File: src/rtl/fwqi_pkg.sv
// ============================================================================
// fwqi_pkg
// Shared types, constants and shape tables for the fuzzy water quality index.
// ============================================================================
package fwqi_pkg;

	// Q16 fixed point: 1.0 is 65536, memberships need 17 bits.
	localparam int MU_W = 17;
	localparam int X_W  = 17;
	localparam logic [MU_W-1:0] ONE_Q16    = 17'd65536;
	localparam logic [MU_W-1:0] SKIP_BELOW = 17'd66;
	localparam int EMPTY_BELOW = 7;

	// Index limits in hundredths.
	localparam logic [13:0] IDX_EMPTY = 14'd5000;
	localparam logic [13:0] IDX_MAX   = 14'd10000;

	// Input saturation limits.
	localparam logic [10:0] PH_MAX  = 11'd1400;
	localparam logic [14:0] NTU_MAX = 15'd30000;
	localparam logic signed [11:0] TEMP_MIN = -12'sd400;
	localparam logic signed [11:0] TEMP_MAX = 12'sd1250;

	// Input membership sets: three pH, three solids, two turbidity, three delta-T.
	localparam int NUM_MEMB = 11;
	localparam logic [3:0] MEMB_LAST = 4'd10;
	localparam logic [3:0] MEMB_TDS0 = 4'd3;
	localparam logic [3:0] MEMB_TU0  = 4'd6;
	localparam logic [3:0] MEMB_TP0  = 4'd8;

	// A slope division has a 14-bit distance over 16 fraction bits.
	localparam int MEMB_DIV_BITS = 30;

	// Register index within the configuration map.
	localparam logic REG_UNFIT = 1'b0;
	localparam logic REG_TREAT = 1'b1;

	// Output categories.
	localparam logic [1:0] CAT_UNFIT = 2'd0;
	localparam logic [1:0] CAT_TREAT = 2'd1;
	localparam logic [1:0] CAT_FIT   = 2'd2;

	typedef enum logic [3:0] {
		ST_IDLE,
		ST_MEMB,
		ST_MDIV,
		ST_RULES,
		ST_CENT,
		ST_PREP_DEN,
		ST_PREP_NUM,
		ST_DSTART,
		ST_FDIV,
		ST_FIN
	} state_t;

	// Trapezoid corners a, b, c, d.
	typedef struct packed {
		logic signed [X_W-1:0] a;
		logic signed [X_W-1:0] b;
		logic signed [X_W-1:0] c;
		logic signed [X_W-1:0] d;
	} shape_t;

	function automatic shape_t shape_of(input logic [3:0] j);
		shape_t s;
		case (j)
			4'd0:    s = '{17'sd0,     17'sd0,     17'sd600,   17'sd700};
			4'd1:    s = '{17'sd650,   17'sd700,   17'sd700,   17'sd850};
			4'd2:    s = '{17'sd700,   17'sd900,   17'sd1400,  17'sd1400};
			4'd3:    s = '{17'sd0,     17'sd0,     17'sd300,   17'sd500};
			4'd4:    s = '{17'sd300,   17'sd600,   17'sd600,   17'sd1000};
			4'd5:    s = '{17'sd600,   17'sd1000,  17'sd1000,  17'sd1000};
			4'd6:    s = '{17'sd0,     17'sd0,     17'sd10,    17'sd50};
			4'd7:    s = '{17'sd0,     17'sd10,    17'sd50,    17'sd10000};
			4'd8:    s = '{-17'sd1000, -17'sd1000, -17'sd50,   -17'sd30};
			4'd9:    s = '{-17'sd50,   -17'sd30,   17'sd30,    17'sd50};
			4'd10:   s = '{17'sd30,    17'sd50,    17'sd1000,  17'sd1000};
			default: s = '{17'sd0,     17'sd0,     17'sd0,     17'sd0};
		endcase
		return s;
	endfunction

	// Output class of one rule.
	function automatic logic [1:0] rule_class(input logic [1:0] ph, input logic [1:0] tds,
		input logic tu, input logic [1:0] tp);
		logic [1:0] k;
		if (ph != 2'd1 || tu != 1'b0 || tds == 2'd2) begin
			k = CAT_UNFIT;
		end else if (tds == 2'd0 && tp == 2'd1) begin
			k = CAT_FIT;
		end else begin
			k = CAT_TREAT;
		end
		return k;
	endfunction

endpackage

File: src/rtl/fwqi_div.sv
// ============================================================================
// fwqi_div
// Restoring divider, one quotient bit per cycle, for a left-aligned dividend.
// ============================================================================
module fwqi_div #(
	parameter int DIV_W = 64,
	parameter int DEN_W = 40,
	parameter int CNT_W = 7
) (
	input  logic             clk,
	input  logic             arst_n,
	input  logic             start,
	input  logic [CNT_W-1:0] count,
	input  logic [DIV_W-1:0] dividend,
	input  logic [DEN_W-1:0] divisor,
	output logic             done,
	output logic [DIV_W-1:0] quotient
);

	logic             busy_q;
	logic             done_q;
	logic [CNT_W-1:0] cnt_q;
	logic [DIV_W-1:0] dd_q;
	logic [DIV_W-1:0] quo_q;
	logic [DEN_W-1:0] den_q;
	logic [DEN_W-1:0] rem_q;
	logic [DEN_W:0]   trial;
	logic             fits;

	// One trial subtraction per cycle.
	assign trial = {rem_q, dd_q[DIV_W-1]};
	assign fits  = trial >= {1'b0, den_q};

	always_ff @(posedge clk or negedge arst_n) begin
		if (!arst_n) begin
			busy_q <= 1'b0;
			done_q <= 1'b0;
			cnt_q  <= '0;
		end else begin
			done_q <= busy_q && cnt_q == CNT_W'(1);
			if (start) begin
				busy_q <= 1'b1;
				cnt_q  <= count;
			end else if (busy_q) begin
				cnt_q <= cnt_q - CNT_W'(1);
				if (cnt_q == CNT_W'(1)) begin
					busy_q <= 1'b0;
				end
			end
		end
	end

	// Payload registers need no reset.
	always_ff @(posedge clk) begin
		if (start) begin
			dd_q  <= dividend;
			den_q <= divisor;
			rem_q <= '0;
			quo_q <= '0;
		end else if (busy_q) begin
			dd_q  <= {dd_q[DIV_W-2:0], 1'b0};
			rem_q <= fits ? DEN_W'(trial - {1'b0, den_q}) : trial[DEN_W-1:0];
			quo_q <= {quo_q[DIV_W-2:0], fits};
		end
	end

	assign done     = done_q;
	assign quotient = quo_q;

endmodule

File: src/rtl/fuzzy_water_quality_index.sv
// ============================================================================
// fuzzy_water_quality_index
// Mamdani fuzzy inference with centroid defuzzification for water quality.
// ============================================================================
// The input stream takes one beat of sensor readings (pH, dissolved solids,
// turbidity, water and air temperature). The output stream gives one beat per
// input: the quality index in hundredths and a three-way category.
// Two threshold registers sit behind an APB-style port at byte addresses 0
// and 4; write them only while the block is idle.
// The time from the accepted input beat to the output beat grows with S
// (at most 7), the number of input memberships that fall on a slope. At the
// default of 100 points DIV_W is 42. A reading that fires no rule skips the
// final quotient. The shared bit-serial divider sets most of the time: a
// sloped membership takes a divider run while a flat one is stored directly,
// the rule sweep takes one rule per cycle over all 54 rules, the centroid
// sum one sample per cycle, and the final quotient a DIV_W-bit divider run.
// s_tready is high only in the idle state, so one item is in work at a time.
// The result lands in an output register; a new item is taken while it waits.
// If the receiver still stalls the previous result when the next one is done,
// the block holds the new result internally until the register frees up.
// Reset clears the control state, returns the thresholds to 4000 and 6000 and
// leaves the output stream empty.
// ============================================================================
module fuzzy_water_quality_index #(
	parameter int POINTS = 100
) (
	input  logic        clk,
	input  logic        arst_n,
	// Input stream. tdata: ph_value[10:0], dissolved_solids[22:11],
	// turbidity[37:23], water_temp[49:38], air_temp[61:50], zero pad.
	input  logic        s_tvalid,
	output logic        s_tready,
	input  logic [63:0] s_tdata,
	// Output stream. tdata: quality_index[13:0], category[15:14].
	output logic        m_tvalid,
	input  logic        m_tready,
	output logic [15:0] m_tdata,
	// Configuration port.
	input  logic        psel,
	input  logic        penable,
	input  logic        pwrite,
	input  logic [2:0]  paddr,
	input  logic [31:0] pwdata,
	output logic [31:0] prdata,
	output logic        pready
);

	import fwqi_pkg::*;

	localparam longint P     = longint'(POINTS);
	localparam int     SN_W  = $clog2(P * (P + 1) / 2 * 65536 + 1);
	localparam int     SD_W  = $clog2((P + 1) * 65536 + 1);
	localparam int     DEN_W = $clog2(P * (P + 1) * 65536 + 1);
	localparam longint NUMV  = 10000 * P * (P + 1) / 2 * 65536 + P * (P + 1) * 65536 / 2;
	localparam int     NUM_W = $clog2(NUMV + 1);
	localparam int     DIV_W = (NUM_W > MEMB_DIV_BITS) ? NUM_W : MEMB_DIV_BITS;
	localparam int     CNT_W = $clog2(DIV_W + 1);
	localparam int     I_W   = $clog2(P + 1);
	localparam int     XS_W  = $clog2(100 * P + 101);
	localparam int     R_W   = $clog2(P);
	localparam int     F_W   = 20;
	localparam int     STEP_Q = 327680 / POINTS;
	localparam int     STEP_R = 327680 % POINTS;

	localparam logic [XS_W-1:0] X30 = XS_W'(30 * POINTS);
	localparam logic [XS_W-1:0] X50 = XS_W'(50 * POINTS);
	localparam logic [XS_W-1:0] X70 = XS_W'(70 * POINTS);

	state_t state_q, state_d;

	// Configuration registers.
	logic [13:0] unfit_q, treat_q;

	// Captured readings, with pH, turbidity and temperatures saturated.
	logic [10:0]        ph_q;
	logic [11:0]        tds_q;
	logic [14:0]        ntu_q;
	logic signed [11:0] dt_q;

	// Memberships and rule strengths.
	logic [3:0]      j_q;
	logic [MU_W-1:0] mph_q [3];
	logic [MU_W-1:0] mtds_q [3];
	logic [MU_W-1:0] mtu_q [2];
	logic [MU_W-1:0] mtp_q [3];
	logic [MU_W-1:0] str_q [3];

	// Rule sweep counters.
	logic [1:0] ra_q, rb_q, rd_q;
	logic       rc_q;

	// Centroid sample walk.
	logic [I_W-1:0]   i_q;
	logic [XS_W-1:0]  x_q;
	logic [F_W-1:0]   f_q;
	logic [R_W-1:0]   rem_q;
	logic [SN_W-1:0]  sum_num_q;
	logic [SD_W-1:0]  sum_den_q;
	logic [DEN_W-1:0] den_q;
	logic [DIV_W-1:0] num_q;
	logic [13:0]      idx_q;

	// Output register.
	logic        m_valid_q;
	logic [15:0] m_data_q;

	// Divider hookup.
	logic             div_start;
	logic [CNT_W-1:0] div_count;
	logic [DIV_W-1:0] div_dividend;
	logic [DEN_W-1:0] div_divisor;
	logic             div_done;
	logic [DIV_W-1:0] div_quot;

	// ---------------------------------------------------------------- input
	logic [10:0]        in_ph;
	logic [11:0]        in_tds;
	logic [14:0]        in_ntu;
	logic signed [11:0] in_tw, in_ta, tw_c, ta_c;
	logic               in_acc;

	assign in_ph  = s_tdata[10:0];
	assign in_tds = s_tdata[22:11];
	assign in_ntu = s_tdata[37:23];
	assign in_tw  = s_tdata[49:38];
	assign in_ta  = s_tdata[61:50];
	assign tw_c   = (in_tw < TEMP_MIN) ? TEMP_MIN : ((in_tw > TEMP_MAX) ? TEMP_MAX : in_tw);
	assign ta_c   = (in_ta < TEMP_MIN) ? TEMP_MIN : ((in_ta > TEMP_MAX) ? TEMP_MAX : in_ta);
	assign s_tready = state_q == ST_IDLE;
	assign in_acc   = s_tvalid && s_tready;

	// ------------------------------------------------- membership evaluation
	shape_t                sh;
	logic signed [X_W-1:0] xv;
	logic                  is_slope;
	logic [MU_W-1:0]       direct_mu;
	logic signed [X_W-1:0] dist_s, span_s;
	logic [MU_W-1:0]       store_mu;
	logic                  store_en;

	always_comb begin
		sh = shape_of(j_q);
		if (j_q < MEMB_TDS0) begin
			xv = X_W'(signed'({1'b0, ph_q}));
		end else if (j_q < MEMB_TU0) begin
			xv = X_W'(signed'({1'b0, tds_q}));
		end else if (j_q < MEMB_TP0) begin
			xv = X_W'(signed'({1'b0, ntu_q}));
		end else begin
			xv = X_W'(dt_q);
		end
		is_slope  = 1'b0;
		direct_mu = '0;
		dist_s    = xv - sh.a;
		span_s    = sh.b - sh.a;
		if (xv >= sh.b && xv <= sh.c) begin
			direct_mu = ONE_Q16;
		end else if (xv < sh.b) begin
			if (sh.a == sh.b) begin
				direct_mu = ONE_Q16;
			end else if (xv > sh.a) begin
				is_slope = 1'b1;
			end
		end else begin
			dist_s = sh.d - xv;
			span_s = sh.d - sh.c;
			if (sh.c == sh.d) begin
				direct_mu = ONE_Q16;
			end else if (xv < sh.d) begin
				is_slope = 1'b1;
			end
		end
		store_en = (state_q == ST_MEMB && !is_slope) || (state_q == ST_MDIV && div_done);
		store_mu = (state_q == ST_MDIV) ? div_quot[MU_W-1:0] : direct_mu;
	end

	// ------------------------------------------------------------ rule sweep
	logic [MU_W-1:0] r_min01, r_min23, r_s;
	logic [1:0]      r_k;
	logic            r_skip, r_last;

	always_comb begin
		r_min01 = (mph_q[ra_q] < mtds_q[rb_q]) ? mph_q[ra_q] : mtds_q[rb_q];
		r_min23 = (mtu_q[rc_q] < mtp_q[rd_q]) ? mtu_q[rc_q] : mtp_q[rd_q];
		r_s     = (r_min01 < r_min23) ? r_min01 : r_min23;
		r_k     = rule_class(ra_q, rb_q, rc_q, rd_q);
		r_skip  = mph_q[ra_q] < SKIP_BELOW || mtds_q[rb_q] < SKIP_BELOW ||
			mtu_q[rc_q] < SKIP_BELOW || mtp_q[rd_q] < SKIP_BELOW;
		r_last  = ra_q == 2'd2 && rb_q == 2'd2 && rc_q && rd_q == 2'd2;
	end

	// ------------------------------------------------------- centroid sample
	logic [F_W-1:0]  f_ceil;
	logic [F_W-1:0]  m0w, m1w, m2w;
	logic [MU_W-1:0] m0, m1, m2, mu;
	logic [R_W:0]    rem_next;

	always_comb begin
		f_ceil = f_q + F_W'(rem_q != '0);
		if (x_q <= X30) begin
			m0w = F_W'(ONE_Q16);
		end else if (x_q < X50) begin
			m0w = F_W'(163840) - f_ceil;
		end else begin
			m0w = '0;
		end
		if (x_q <= X30) begin
			m1w = '0;
		end else if (x_q < X50) begin
			m1w = f_q - F_W'(98304);
		end else if (x_q == X50) begin
			m1w = F_W'(ONE_Q16);
		end else if (x_q < X70) begin
			m1w = F_W'(229376) - f_ceil;
		end else begin
			m1w = '0;
		end
		if (x_q <= X50) begin
			m2w = '0;
		end else if (x_q < X70) begin
			m2w = f_q - F_W'(163840);
		end else begin
			m2w = F_W'(ONE_Q16);
		end
		m0 = (m0w[MU_W-1:0] < str_q[0]) ? m0w[MU_W-1:0] : str_q[0];
		m1 = (m1w[MU_W-1:0] < str_q[1]) ? m1w[MU_W-1:0] : str_q[1];
		m2 = (m2w[MU_W-1:0] < str_q[2]) ? m2w[MU_W-1:0] : str_q[2];
		mu = m0;
		if (m1 > mu) begin
			mu = m1;
		end
		if (m2 > mu) begin
			mu = m2;
		end
		rem_next = {1'b0, rem_q} + (R_W + 1)'(STEP_R);
	end

	// ------------------------------------------------------ final index pick
	logic [13:0] q_idx;
	logic [1:0]  cat;
	logic        out_free;

	assign q_idx    = (div_quot > DIV_W'(IDX_MAX)) ? IDX_MAX : div_quot[13:0];
	assign cat      = (idx_q < unfit_q) ? CAT_UNFIT : ((idx_q < treat_q) ? CAT_TREAT : CAT_FIT);
	assign out_free = !m_valid_q || m_tready;

	// -------------------------------------------------------- state machine
	always_comb begin
		state_d      = state_q;
		div_start    = 1'b0;
		div_count    = CNT_W'(MEMB_DIV_BITS);
		div_dividend = DIV_W'({dist_s[13:0], 16'h0000}) << (DIV_W - MEMB_DIV_BITS);
		div_divisor  = DEN_W'(span_s[13:0]);
		case (state_q)
			ST_IDLE: begin
				if (in_acc) begin
					state_d = ST_MEMB;
				end
			end
			ST_MEMB: begin
				if (is_slope) begin
					div_start = 1'b1;
					state_d   = ST_MDIV;
				end else if (j_q == MEMB_LAST) begin
					state_d = ST_RULES;
				end
			end
			ST_MDIV: begin
				if (div_done) begin
					state_d = (j_q == MEMB_LAST) ? ST_RULES : ST_MEMB;
				end
			end
			ST_RULES: begin
				if (r_last) begin
					state_d = ST_CENT;
				end
			end
			ST_CENT: begin
				if (i_q == I_W'(POINTS)) begin
					state_d = ST_PREP_DEN;
				end
			end
			ST_PREP_DEN: begin
				state_d = ST_PREP_NUM;
			end
			ST_PREP_NUM: begin
				state_d = (sum_den_q < SD_W'(EMPTY_BELOW)) ? ST_FIN : ST_DSTART;
			end
			ST_DSTART: begin
				div_start    = 1'b1;
				div_count    = CNT_W'(DIV_W);
				div_dividend = num_q;
				div_divisor  = den_q;
				state_d      = ST_FDIV;
			end
			ST_FDIV: begin
				if (div_done) begin
					state_d = ST_FIN;
				end
			end
			ST_FIN: begin
				if (out_free) begin
					state_d = ST_IDLE;
				end
			end
			default: begin
				state_d = ST_IDLE;
			end
		endcase
	end

	always_ff @(posedge clk or negedge arst_n) begin
		if (!arst_n) begin
			state_q <= ST_IDLE;
		end else begin
			state_q <= state_d;
		end
	end

	// ----------------------------------------------------------- datapath
	always_ff @(posedge clk) begin
		// Capture readings, saturating pH, turbidity and temperatures.
		if (in_acc) begin
			ph_q  <= (in_ph > PH_MAX) ? PH_MAX : in_ph;
			tds_q <= in_tds;
			ntu_q <= (in_ntu > NTU_MAX) ? NTU_MAX : in_ntu;
			dt_q  <= tw_c - ta_c;
			j_q   <= '0;
		end
		// Store one membership.
		if (store_en) begin
			if (j_q < MEMB_TDS0) begin
				mph_q[j_q[1:0]] <= store_mu;
			end else if (j_q < MEMB_TU0) begin
				mtds_q[2'(j_q - MEMB_TDS0)] <= store_mu;
			end else if (j_q < MEMB_TP0) begin
				mtu_q[1'(j_q - MEMB_TU0)] <= store_mu;
			end else begin
				mtp_q[2'(j_q - MEMB_TP0)] <= store_mu;
			end
			j_q <= j_q + 4'd1;
			if (j_q == MEMB_LAST) begin
				ra_q  <= '0;
				rb_q  <= '0;
				rc_q  <= 1'b0;
				rd_q  <= '0;
				str_q <= '{default: '0};
			end
		end
		// Sweep the rules, one per cycle, in nested order.
		if (state_q == ST_RULES) begin
			if (!r_skip && r_s > str_q[r_k]) begin
				str_q[r_k] <= r_s;
			end
			if (rd_q != 2'd2) begin
				rd_q <= rd_q + 2'd1;
			end else begin
				rd_q <= '0;
				rc_q <= !rc_q;
				if (rc_q) begin
					if (rb_q != 2'd2) begin
						rb_q <= rb_q + 2'd1;
					end else begin
						rb_q <= '0;
						ra_q <= ra_q + 2'd1;
					end
				end
			end
			if (r_last) begin
				i_q       <= '0;
				x_q       <= '0;
				f_q       <= '0;
				rem_q     <= '0;
				sum_num_q <= '0;
				sum_den_q <= '0;
			end
		end
		// Accumulate one centroid sample.
		if (state_q == ST_CENT) begin
			sum_num_q <= sum_num_q + SN_W'(i_q) * SN_W'(mu);
			sum_den_q <= sum_den_q + SD_W'(mu);
			i_q       <= i_q + I_W'(1);
			x_q       <= x_q + XS_W'(100);
			if (rem_next >= (R_W + 1)'(POINTS)) begin
				rem_q <= R_W'(rem_next - (R_W + 1)'(POINTS));
				f_q   <= f_q + F_W'(STEP_Q + 1);
			end else begin
				rem_q <= rem_next[R_W-1:0];
				f_q   <= f_q + F_W'(STEP_Q);
			end
		end
		// Build the centroid fraction with rounding.
		if (state_q == ST_PREP_DEN) begin
			den_q <= DEN_W'(sum_den_q) * DEN_W'(POINTS);
		end
		if (state_q == ST_PREP_NUM) begin
			num_q <= DIV_W'(sum_num_q) * DIV_W'(10000) + DIV_W'(den_q >> 1);
			idx_q <= IDX_EMPTY;
		end
		if (state_q == ST_FDIV && div_done) begin
			idx_q <= q_idx;
		end
		if (state_q == ST_FIN && out_free) begin
			m_data_q <= {cat, idx_q};
		end
	end

	// Output beat valid.
	always_ff @(posedge clk or negedge arst_n) begin
		if (!arst_n) begin
			m_valid_q <= 1'b0;
		end else if (state_q == ST_FIN && out_free) begin
			m_valid_q <= 1'b1;
		end else if (m_tready) begin
			m_valid_q <= 1'b0;
		end
	end

	assign m_tvalid = m_valid_q;
	assign m_tdata  = m_data_q;

	// -------------------------------------------------------- configuration
	always_ff @(posedge clk or negedge arst_n) begin
		if (!arst_n) begin
			unfit_q <= 14'd4000;
			treat_q <= 14'd6000;
		end else if (psel && penable && pwrite && pready) begin
			if (paddr[2] == REG_UNFIT) begin
				unfit_q <= pwdata[13:0];
			end else begin
				treat_q <= pwdata[13:0];
			end
		end
	end

	assign pready = 1'b1;
	assign prdata = (paddr[2] == REG_TREAT) ? {18'd0, treat_q} : {18'd0, unfit_q};

	// -------------------------------------------------------- shared divider
	fwqi_div #(
		.DIV_W(DIV_W),
		.DEN_W(DEN_W),
		.CNT_W(CNT_W)
	) u_div (
		.clk      (clk),
		.arst_n   (arst_n),
		.start    (div_start),
		.count    (div_count),
		.dividend (div_dividend),
		.divisor  (div_divisor),
		.done     (div_done),
		.quotient (div_quot)
	);

endmodule

File: config.mk
export PLATFORM = sky130hd
export DESIGN_NAME = fuzzy_water_quality_index
export DESIGN_NICKNAME = d
export VERILOG_FILES = /design/src/rtl/fwqi_pkg.sv /design/src/rtl/fwqi_div.sv /design/src/rtl/fuzzy_water_quality_index.sv
export SDC_FILE = /design/constraint.sdc
export NUM_CORES = 2
export LEC_CHECK = 0
export BUFFER_PORTS_ARGS = -buffer_cell sky130_fd_sc_hd__buf_2
export CAP_MARGIN = 20
export CORE_ASPECT_RATIO = 1.1
export CORE_MARGIN = 4
export CORE_UTILIZATION = 69
export CTS_CLUSTER_DIAMETER = 100
export CTS_CLUSTER_SIZE = 40
export DETAILED_ROUTE_END_ITERATION = 10
export GPL_TIMING_DRIVEN = 0
export MAX_ROUTING_LAYER = met4
export PLACE_DENSITY_LB_ADDON = 0.25
export SLEW_MARGIN = 40
export SYNTH_ARGS = -nofsm -noshare
export SYNTH_HDL_FRONTEND = slang
export SYNTH_SLANG_ARGS = --single-unit
File: constraint.sdc
create_clock -name clk -period 31.9 [get_ports clk]
set_input_delay 1.595 -clock clk [delete_from_list [all_inputs] [get_ports clk]]
set_output_delay 1.595 -clock clk [all_outputs]
set_load 0.1 [all_outputs]
======== Word-level counts from Yosys, hierarchy flattened ========
Memory sizes are Yosys's and may differ from the RTL's. A register that Yosys moved wholly into a read port is not among the register bits.
Index checks and enable logic that the tools add are counted.
storage, ports and cells
  register bits ........................... 497
  bits in latches ......................... 0
  RAM bits ................................ 187
  bits in read-only memories .............. 1,024
  word-level logic and storage cells ...... 324
  memories ................................ 5
cells by class
  add/sub/neg operators ................... 28
  multiply operators ...................... 3
  divide/modulo/power cells ............... 0
  magnitude comparators ................... 39
  equal/unequal tests ..................... 29
  shift-type cells ........................ 0
  muxes and demuxes ....................... 140
  bitwise logic cells ..................... 2
  reductions and logical operators ........ 42
memory list
  memory           words  width  read ports  clocked after Yosys merged registers in  write ports  line                             source
  (no name shown)  16     64     1           1                                        0            fwqi_pkg.sv:66                   case (j)
  mph_q            3      17     1           1                                        1            fuzzy_water_quality_index.sv:82  logic [MU_W-1:0] mph_q [3];
  mtds_q           3      17     1           1                                        1            fuzzy_water_quality_index.sv:83  logic [MU_W-1:0] mtds_q [3];
  mtp_q            3      17     1           1                                        1            fuzzy_water_quality_index.sv:85  logic [MU_W-1:0] mtp_q [3];
  mtu_q            2      17     1           1                                        1            fuzzy_water_quality_index.sv:84  logic [MU_W-1:0] mtu_q [2];
operators by type and width
  kind                                                             count
  two-way mux 17 bit                                               27
  two-way mux 51 bit                                               4
  two-way mux 14 bit                                               12
  less-than comparator 17 bit                                      8
  two-way mux 42 bit                                               3
  two-way mux 29 bit                                               3
  two-way mux 20 bit                                               4
  two-way mux 23 bit                                               3
  greater-than comparator 17 bit                                   4
  less-than comparator 17 x 7 -> 1 bit, second input constant      4
  subtractor 14 bit                                                4
  bitwise mux 51 bit                                               1
  two-way mux 12 bit                                               4
  two-way mux 4 bit                                                12
  adder 42 x 29 -> 42 bit                                          1
  greater-than comparator 42 x 14 -> 1 bit, second input constant  1
  two-way mux 2 bit                                                21
  adder 20 x 12 -> 20 bit, second input constant                   2
  case mux 4 bit (10 select lines)                                 1
  multiplier 29 x 10 -> 38 bit, second input constant              1
  two-way mux 7 bit                                                5
  binary-select mux 17 bit (select 2 bit)                          1
  demux 17 bit (select 2 bit)                                      1
  equality test 17 bit                                             2
  66 further kinds                                                 154

======== Logic depth before layout (Yosys ltp) ========
  depth after elaboration ................. 17
  depth in mapped cells ................... 67

======== By module ========
A second synthesis with hierarchy kept.
second synthesis, totals
  cell total of the unflattened synthesis .. 5,861
  area, all modules ....................... 55,972.4 sq um
modules (own cells, without submodules)
  module                     times used  cells an instance  area an instance (sq um)  seq. area each (sq um)
  fuzzy_water_quality_index  1           5,173              48,440.2                  15,866.5
  fwqi_div                   1           688                7,532.2                   3,803.6

======== Least setup slack after synthesis ========
OpenSTA, ideal clock, no wires.
  path type ............................... reg-to-reg
  from .................................... reg rem_q[4]
  to ...................................... reg sum_num_q[27], data pin
  arrival ................................. 13,746 ps
  setup slack ............................. 17,875 ps
  stages on the path, launching flop included .. 59
  period minus slack after synthesis ...... 14,025 ps
  path through ............................ edfxtp_1 > inv_1 > ha_1 > nand3b_1 > ha_1 > ha_1 > buf_2 > and4_1 > nor3_1 > o21a_1 > o211ai_2 > nor3_1 > o21bai_2 > or3_1 > o21ai_0 > ha_1 > a21o_1 > a21o_1 > (+23 left out) > nand2_1 > fa_1 > fa_1 > inv_1 > fa_1 > inv_1 > fa_1 > inv_1 > ha_1 > a2111oi_0 > o21a_1 > a21oi_1 > a211o_1 > a21o_1 > a21boi_0 > o21a_1 > mux2i_1 > o311ai_0
between the ends
  longest elaborated chain between the ends .. 16
  elaborated cells between the ends (all ways) .. 21
ends and longest elaborated chain
  item                             line                              source
  start, declared                  fuzzy_water_quality_index.sv:96   logic [R_W-1:0] rem_q;
  start signal, assigned           fuzzy_water_quality_index.sv:385  rem_q <= R_W'(rem_next - (R_W + 1)'(POINTS));
  start signal, assigned           fuzzy_water_quality_index.sv:388  rem_q <= rem_next[R_W-1:0];
  nonzero test 7 bit (*)           fuzzy_water_quality_index.sv:199  f_ceil = f_q + F_W'(rem_q != '0);
  adder 17 x 1 -> 17 bit (*)       fuzzy_water_quality_index.sv:199
  subtractor 17 bit                fuzzy_water_quality_index.sv:214  m1w = F_W'(229376) - f_ceil;
  two-way mux 17 bit               fuzzy_water_quality_index.sv:213  end else if (x_q < X70) begin
  two-way mux 17 bit               fuzzy_water_quality_index.sv:211  end else if (x_q == X50) begin
  two-way mux 17 bit               fuzzy_water_quality_index.sv:209  end else if (x_q < X50) begin
  two-way mux 17 bit               fuzzy_water_quality_index.sv:207  if (x_q <= X30) begin
  less-than comparator 17 bit      fuzzy_water_quality_index.sv:226  m1 = (m1w[MU_W-1:0] < str_q[1]) ? m1w[MU_W-1:0] : str_q[1];
  two-way mux 17 bit               fuzzy_water_quality_index.sv:226
  greater-than comparator 17 bit   fuzzy_water_quality_index.sv:229  if (m1 > mu) begin
  two-way mux 17 bit (*)           fuzzy_water_quality_index.sv:229
  greater-than comparator 17 bit   fuzzy_water_quality_index.sv:232  if (m2 > mu) begin
  two-way mux 17 bit (*)           fuzzy_water_quality_index.sv:232
  multiplier 7 x 17 -> 24 bit (*)  fuzzy_water_quality_index.sv:380  sum_num_q <= sum_num_q + SN_W'(i_q) * SN_W'(mu);
  adder 29 x 24 -> 29 bit (*)      fuzzy_water_quality_index.sv:380
  two-way mux 29 bit (*)           fuzzy_water_quality_index.sv:379  if (state_q == ST_CENT) begin
  end signal, assigned             fuzzy_water_quality_index.sv:380
  end, declared                    fuzzy_water_quality_index.sv:97   logic [SN_W-1:0] sum_num_q;
Every way passes the cells marked *; elsewhere a longest branch is shown, timed or not.
A chain may end at the register's enable or synchronous reset.

======== Final worst setup path ========
Ends and elaborated chain as after synthesis.

==> flow_metrics.env <==
export IMPL_drive_gt1_share_pct=8.06
export IMPL_post_cts_setup_buffer_count=0
export IMPL_fin_worst_skew_ns=0.0508
export IMPL_die_w_um=278
export IMPL_fp_dieArea_mm2=0.0850
export IMPL_io_pins=157
export IMPL_critPathKind="reg -> reg"
export IMPL_synth_cell_type_count=116
export IMPL_tns_ns=0
export IMPL_n_antenna_cell=0
export IMPL_grt_pass1_vias=42600
export IMPL_post_drt_via_cell_ratio=6.20
export IMPL_dp_hpwl_um=113000
export IMPL_synth_edf_count=505
export IMPL_postRouteAntennaNets=0
export IMPL_post_route_drc_count=0
export IMPL_holdWs_ns=0.499
export IMPL_slew_headroom_pct=42.5
export IMPL_finalHoldViolCount=0
export IMPL_drt_pre_antenna_iters=6
export IMPL_start_kind="flip-flop"
export IMPL_synthArstFlopShare_pct=5.73
export IMPL_rsz0062_at_grt="no"
export IMPL_clockRootBuffer="clkbuf_16"
export IMPL_cts_buffer_depth=3
export IMPL_numCtsBuffers=27
export IMPL_insertion_delay_ns=0.68
export IMPL_cpPeakStageDelay_ns=0.78
export IMPL_cts_hold_buf=0
export IMPL_crit_path_end_kind="flip-flop"
export IMPL_ff2ff_setup_slack_ns=15.34
export IMPL_synth_seq_area_share_pct=35.4
export IMPL_fmax_mhz=60.4
export IMPL_fp_row_count=108
export IMPL_fin_nets=6837
export IMPL_hold_class="reg -> reg"
export IMPL_synth_seq_cells=716
export IMPL_cts_tree="yes"
export IMPL_status="completed"
export IMPL_grt_total_usage_pct=33.7
export IMPL_layout_common_cells="743 x inv_1, 613 x ha_1, 505 x edfxtp_1"
export IMPL_finalWirelength_um=143000
export IMPL_tightestPinTransition_ns=0.863
export IMPL_fin_crit_ns=16.56
export IMPL_htree_levels=1
export IMPL_overflow=0
export IMPL_syn_area_per_cell_um2=9.68
export IMPL_antenna_found_initial=1
export IMPL_die_h_um=305
export IMPL_vias=43400
export IMPL_cp_slowest_cell="mux2i_2"
export IMPL_setup_violations=0
export IMPL_netlist_area_mm2=0.0555
export IMPL_wl_per_cell_um=20.4
export IMPL_drv_cap=0
export IMPL_clock_sinks=716
export IMPL_final_common_cell="inv_1"
export IMPL_final_min_period_over_clock_period_pct=51.9
export IMPL_grt_pass1_wl_um=225000
export IMPL_cts_resized=0
export IMPL_clk_pin_slew_ns=0.14
export IMPL_drt_iter0_drc=4142
export IMPL_gp_congestion=1.01
export IMPL_syn_inst=5730
export IMPL_worst_ep_arrival_time_ns=16.94
export IMPL_synth_flop_cell="edfxtp_1"
export IMPL_grt_max_degree=43
export IMPL_core_mm2=0.0793
export IMPL_initial_core_util_pct=69.9
export IMPL_syn2layout_area_growth_pct=6.03
export IMPL_required_ns=32.28
export IMPL_io_buffer_count=115
export IMPL_yosys_warnings=0
export IMPL_crit_fanout=10
export IMPL_slew_violations=0
[per-stage QoR]
stage                     util, %  worst slack (ns)  cells  area [um2]
after floorplan                 -             17.87   5747       55500
after global placement       72.4             15.13   6907       57400
after detailed placement     72.8             15.27   6937       57800
after CTS                    74.1             15.16   6987       58800
after global routing         74.1             14.63   6988       58800
final                        74.1             15.34   6988       58800
[area by class of cell]
type / count / area, um2
Clock inverter: 16 / 299
Buffer: 207 / 958
Fill cell: 5681 / 20500
Inverter: 748 / 2810
Multi-Input combinational cell: 4076 / 32300
Timing Repair Buffer: 146 / 852
Clock buffer: 34 / 702
Sequential cell: 716 / 19600
Tap cell: 1045 / 1310
[sequential cells by signal (all words and copies together) (netlist names), 16 cells and up, named ones only]
name            flops
m_tdata            16
u_div.rem_q        30
mtp_q              51
str_q              51
num_q              41
u_div.den_q        29
sum_num_q          29
sum_den_q          23
den_q              28
mtds_q             51
mph_q              51
sh                 40
f_q                17
u_div.quotient     42
u_div.dd_q         41
mtu_q              34
[worst paths after layout]
| path | start | endpoint | cells past startpoint |
|---|---|---|---|
| max reg2reg | rem_q[4] | sum_num_q[27] | 64 |
| max in group asynchronous | arst_n | u_div.cnt_q[2] | 1 |
| min | idx_q[0] | m_tdata[0] | 0 |
| max | rem_q[4] | sum_num_q[27] | 64 |
| min reg2reg | idx_q[0] | m_tdata[0] | 0 |
| min in group asynchronous | arst_n | treat_q[11] | 1 |
[Yosys cell counts (all sizes together) (11+ instances only)]
| cell | count | share of area (%) |
|---|---|---|
| ha | 613 | 14 |
| a2111oi | 13 | 0.23 |
| mux2 | 72 | 1.5 |
| a22oi | 27 | 0.37 |
| nor4 | 32 | 0.41 |
| a211oi | 29 | 0.42 |
| o21a | 63 | 0.85 |
| o211a | 16 | 0.29 |
| a21o | 134 | 1.8 |
| fa | 196 | 7.1 |
| or3 | 24 | 0.27 |
| o31a | 12 | 0.19 |
| nand4 | 63 | 0.75 |
| dfxtp | 170 | 6.1 |
| clkbuf | 123 | 0.83 |
| nand2b | 68 | 0.78 |
| and2 | 148 | 1.7 |
| a21boi | 15 | 0.20 |
| dfrtp | 28 | 1.3 |
| a22o | 58 | 0.92 |
| inv | 748 | 5.1 |
| nor3 | 90 | 0.84 |
| buf | 84 | 0.89 |
| a21oi | 338 | 3.2 |
| xor2 | 90 | 1.4 |
| a221o | 11 | 0.20 |
| xnor2 | 144 | 2.3 |
| nand3 | 87 | 0.79 |
| o21ai | 299 | 2.7 |
| edfxtp | 505 | 27 |
| o2111ai | 12 | 0.19 |
| o31ai | 21 | 0.36 |
| nor2 | 407 | 2.8 |
| nand2 | 423 | 2.9 |
| or2 | 19 | 0.21 |
| mux2i | 175 | 3.4 |
| dfstp | 13 | 0.62 |
| a31oi | 30 | 0.38 |
| and3 | 47 | 0.54 |
| o21bai | 29 | 0.40 |
| o311ai | 19 | 0.30 |
| o211ai | 34 | 0.47 |
| nor2b | 73 | 0.82 |
[logic make-up (layout without fill, tap and decap cells)]
logic type                 count (synthesis)  in the layout  synth area share (%)
and+or+nand+nor                         1522           1522                  13.3
AOI/OAI and AO/OA                       1245           1245                  15.0
buffers and inverters                    955           1151                  6.78
adders and majority gates                809            809                  20.9
DFF                                      716            716                  35.4
muxes                                    247            247                  4.89
xor gates and xnor gates                 234            234                  3.71
other                                      2             19                0.0135
[metal layers]
layer / vias up / wire [um] / global-route usage [%]
met1: 20900 / 57100 / 43.3
met2: 1781 / 69000 / 56.1
met5: - / 0 / -
met3: 337 / 11100 / 3.66
li1: 20300 / - / -
met4: 0 / 5460 / 11.7
[worst max-delay path, delay by kind of cell, from the launching register on]
family | cells | cell delay [ns]
buf+inv | 9 | 1.87
compound gates | 31 | 6.99
simple gates | 10 | 1.69
flops | 1 | 0.48
mux | 3 | 1.13
fa+ha+maj | 11 | 4.09
Power is left out: the tool's default activity adds up to more than one toggle a clock period on the data nets, which glitch-free logic cannot reach.
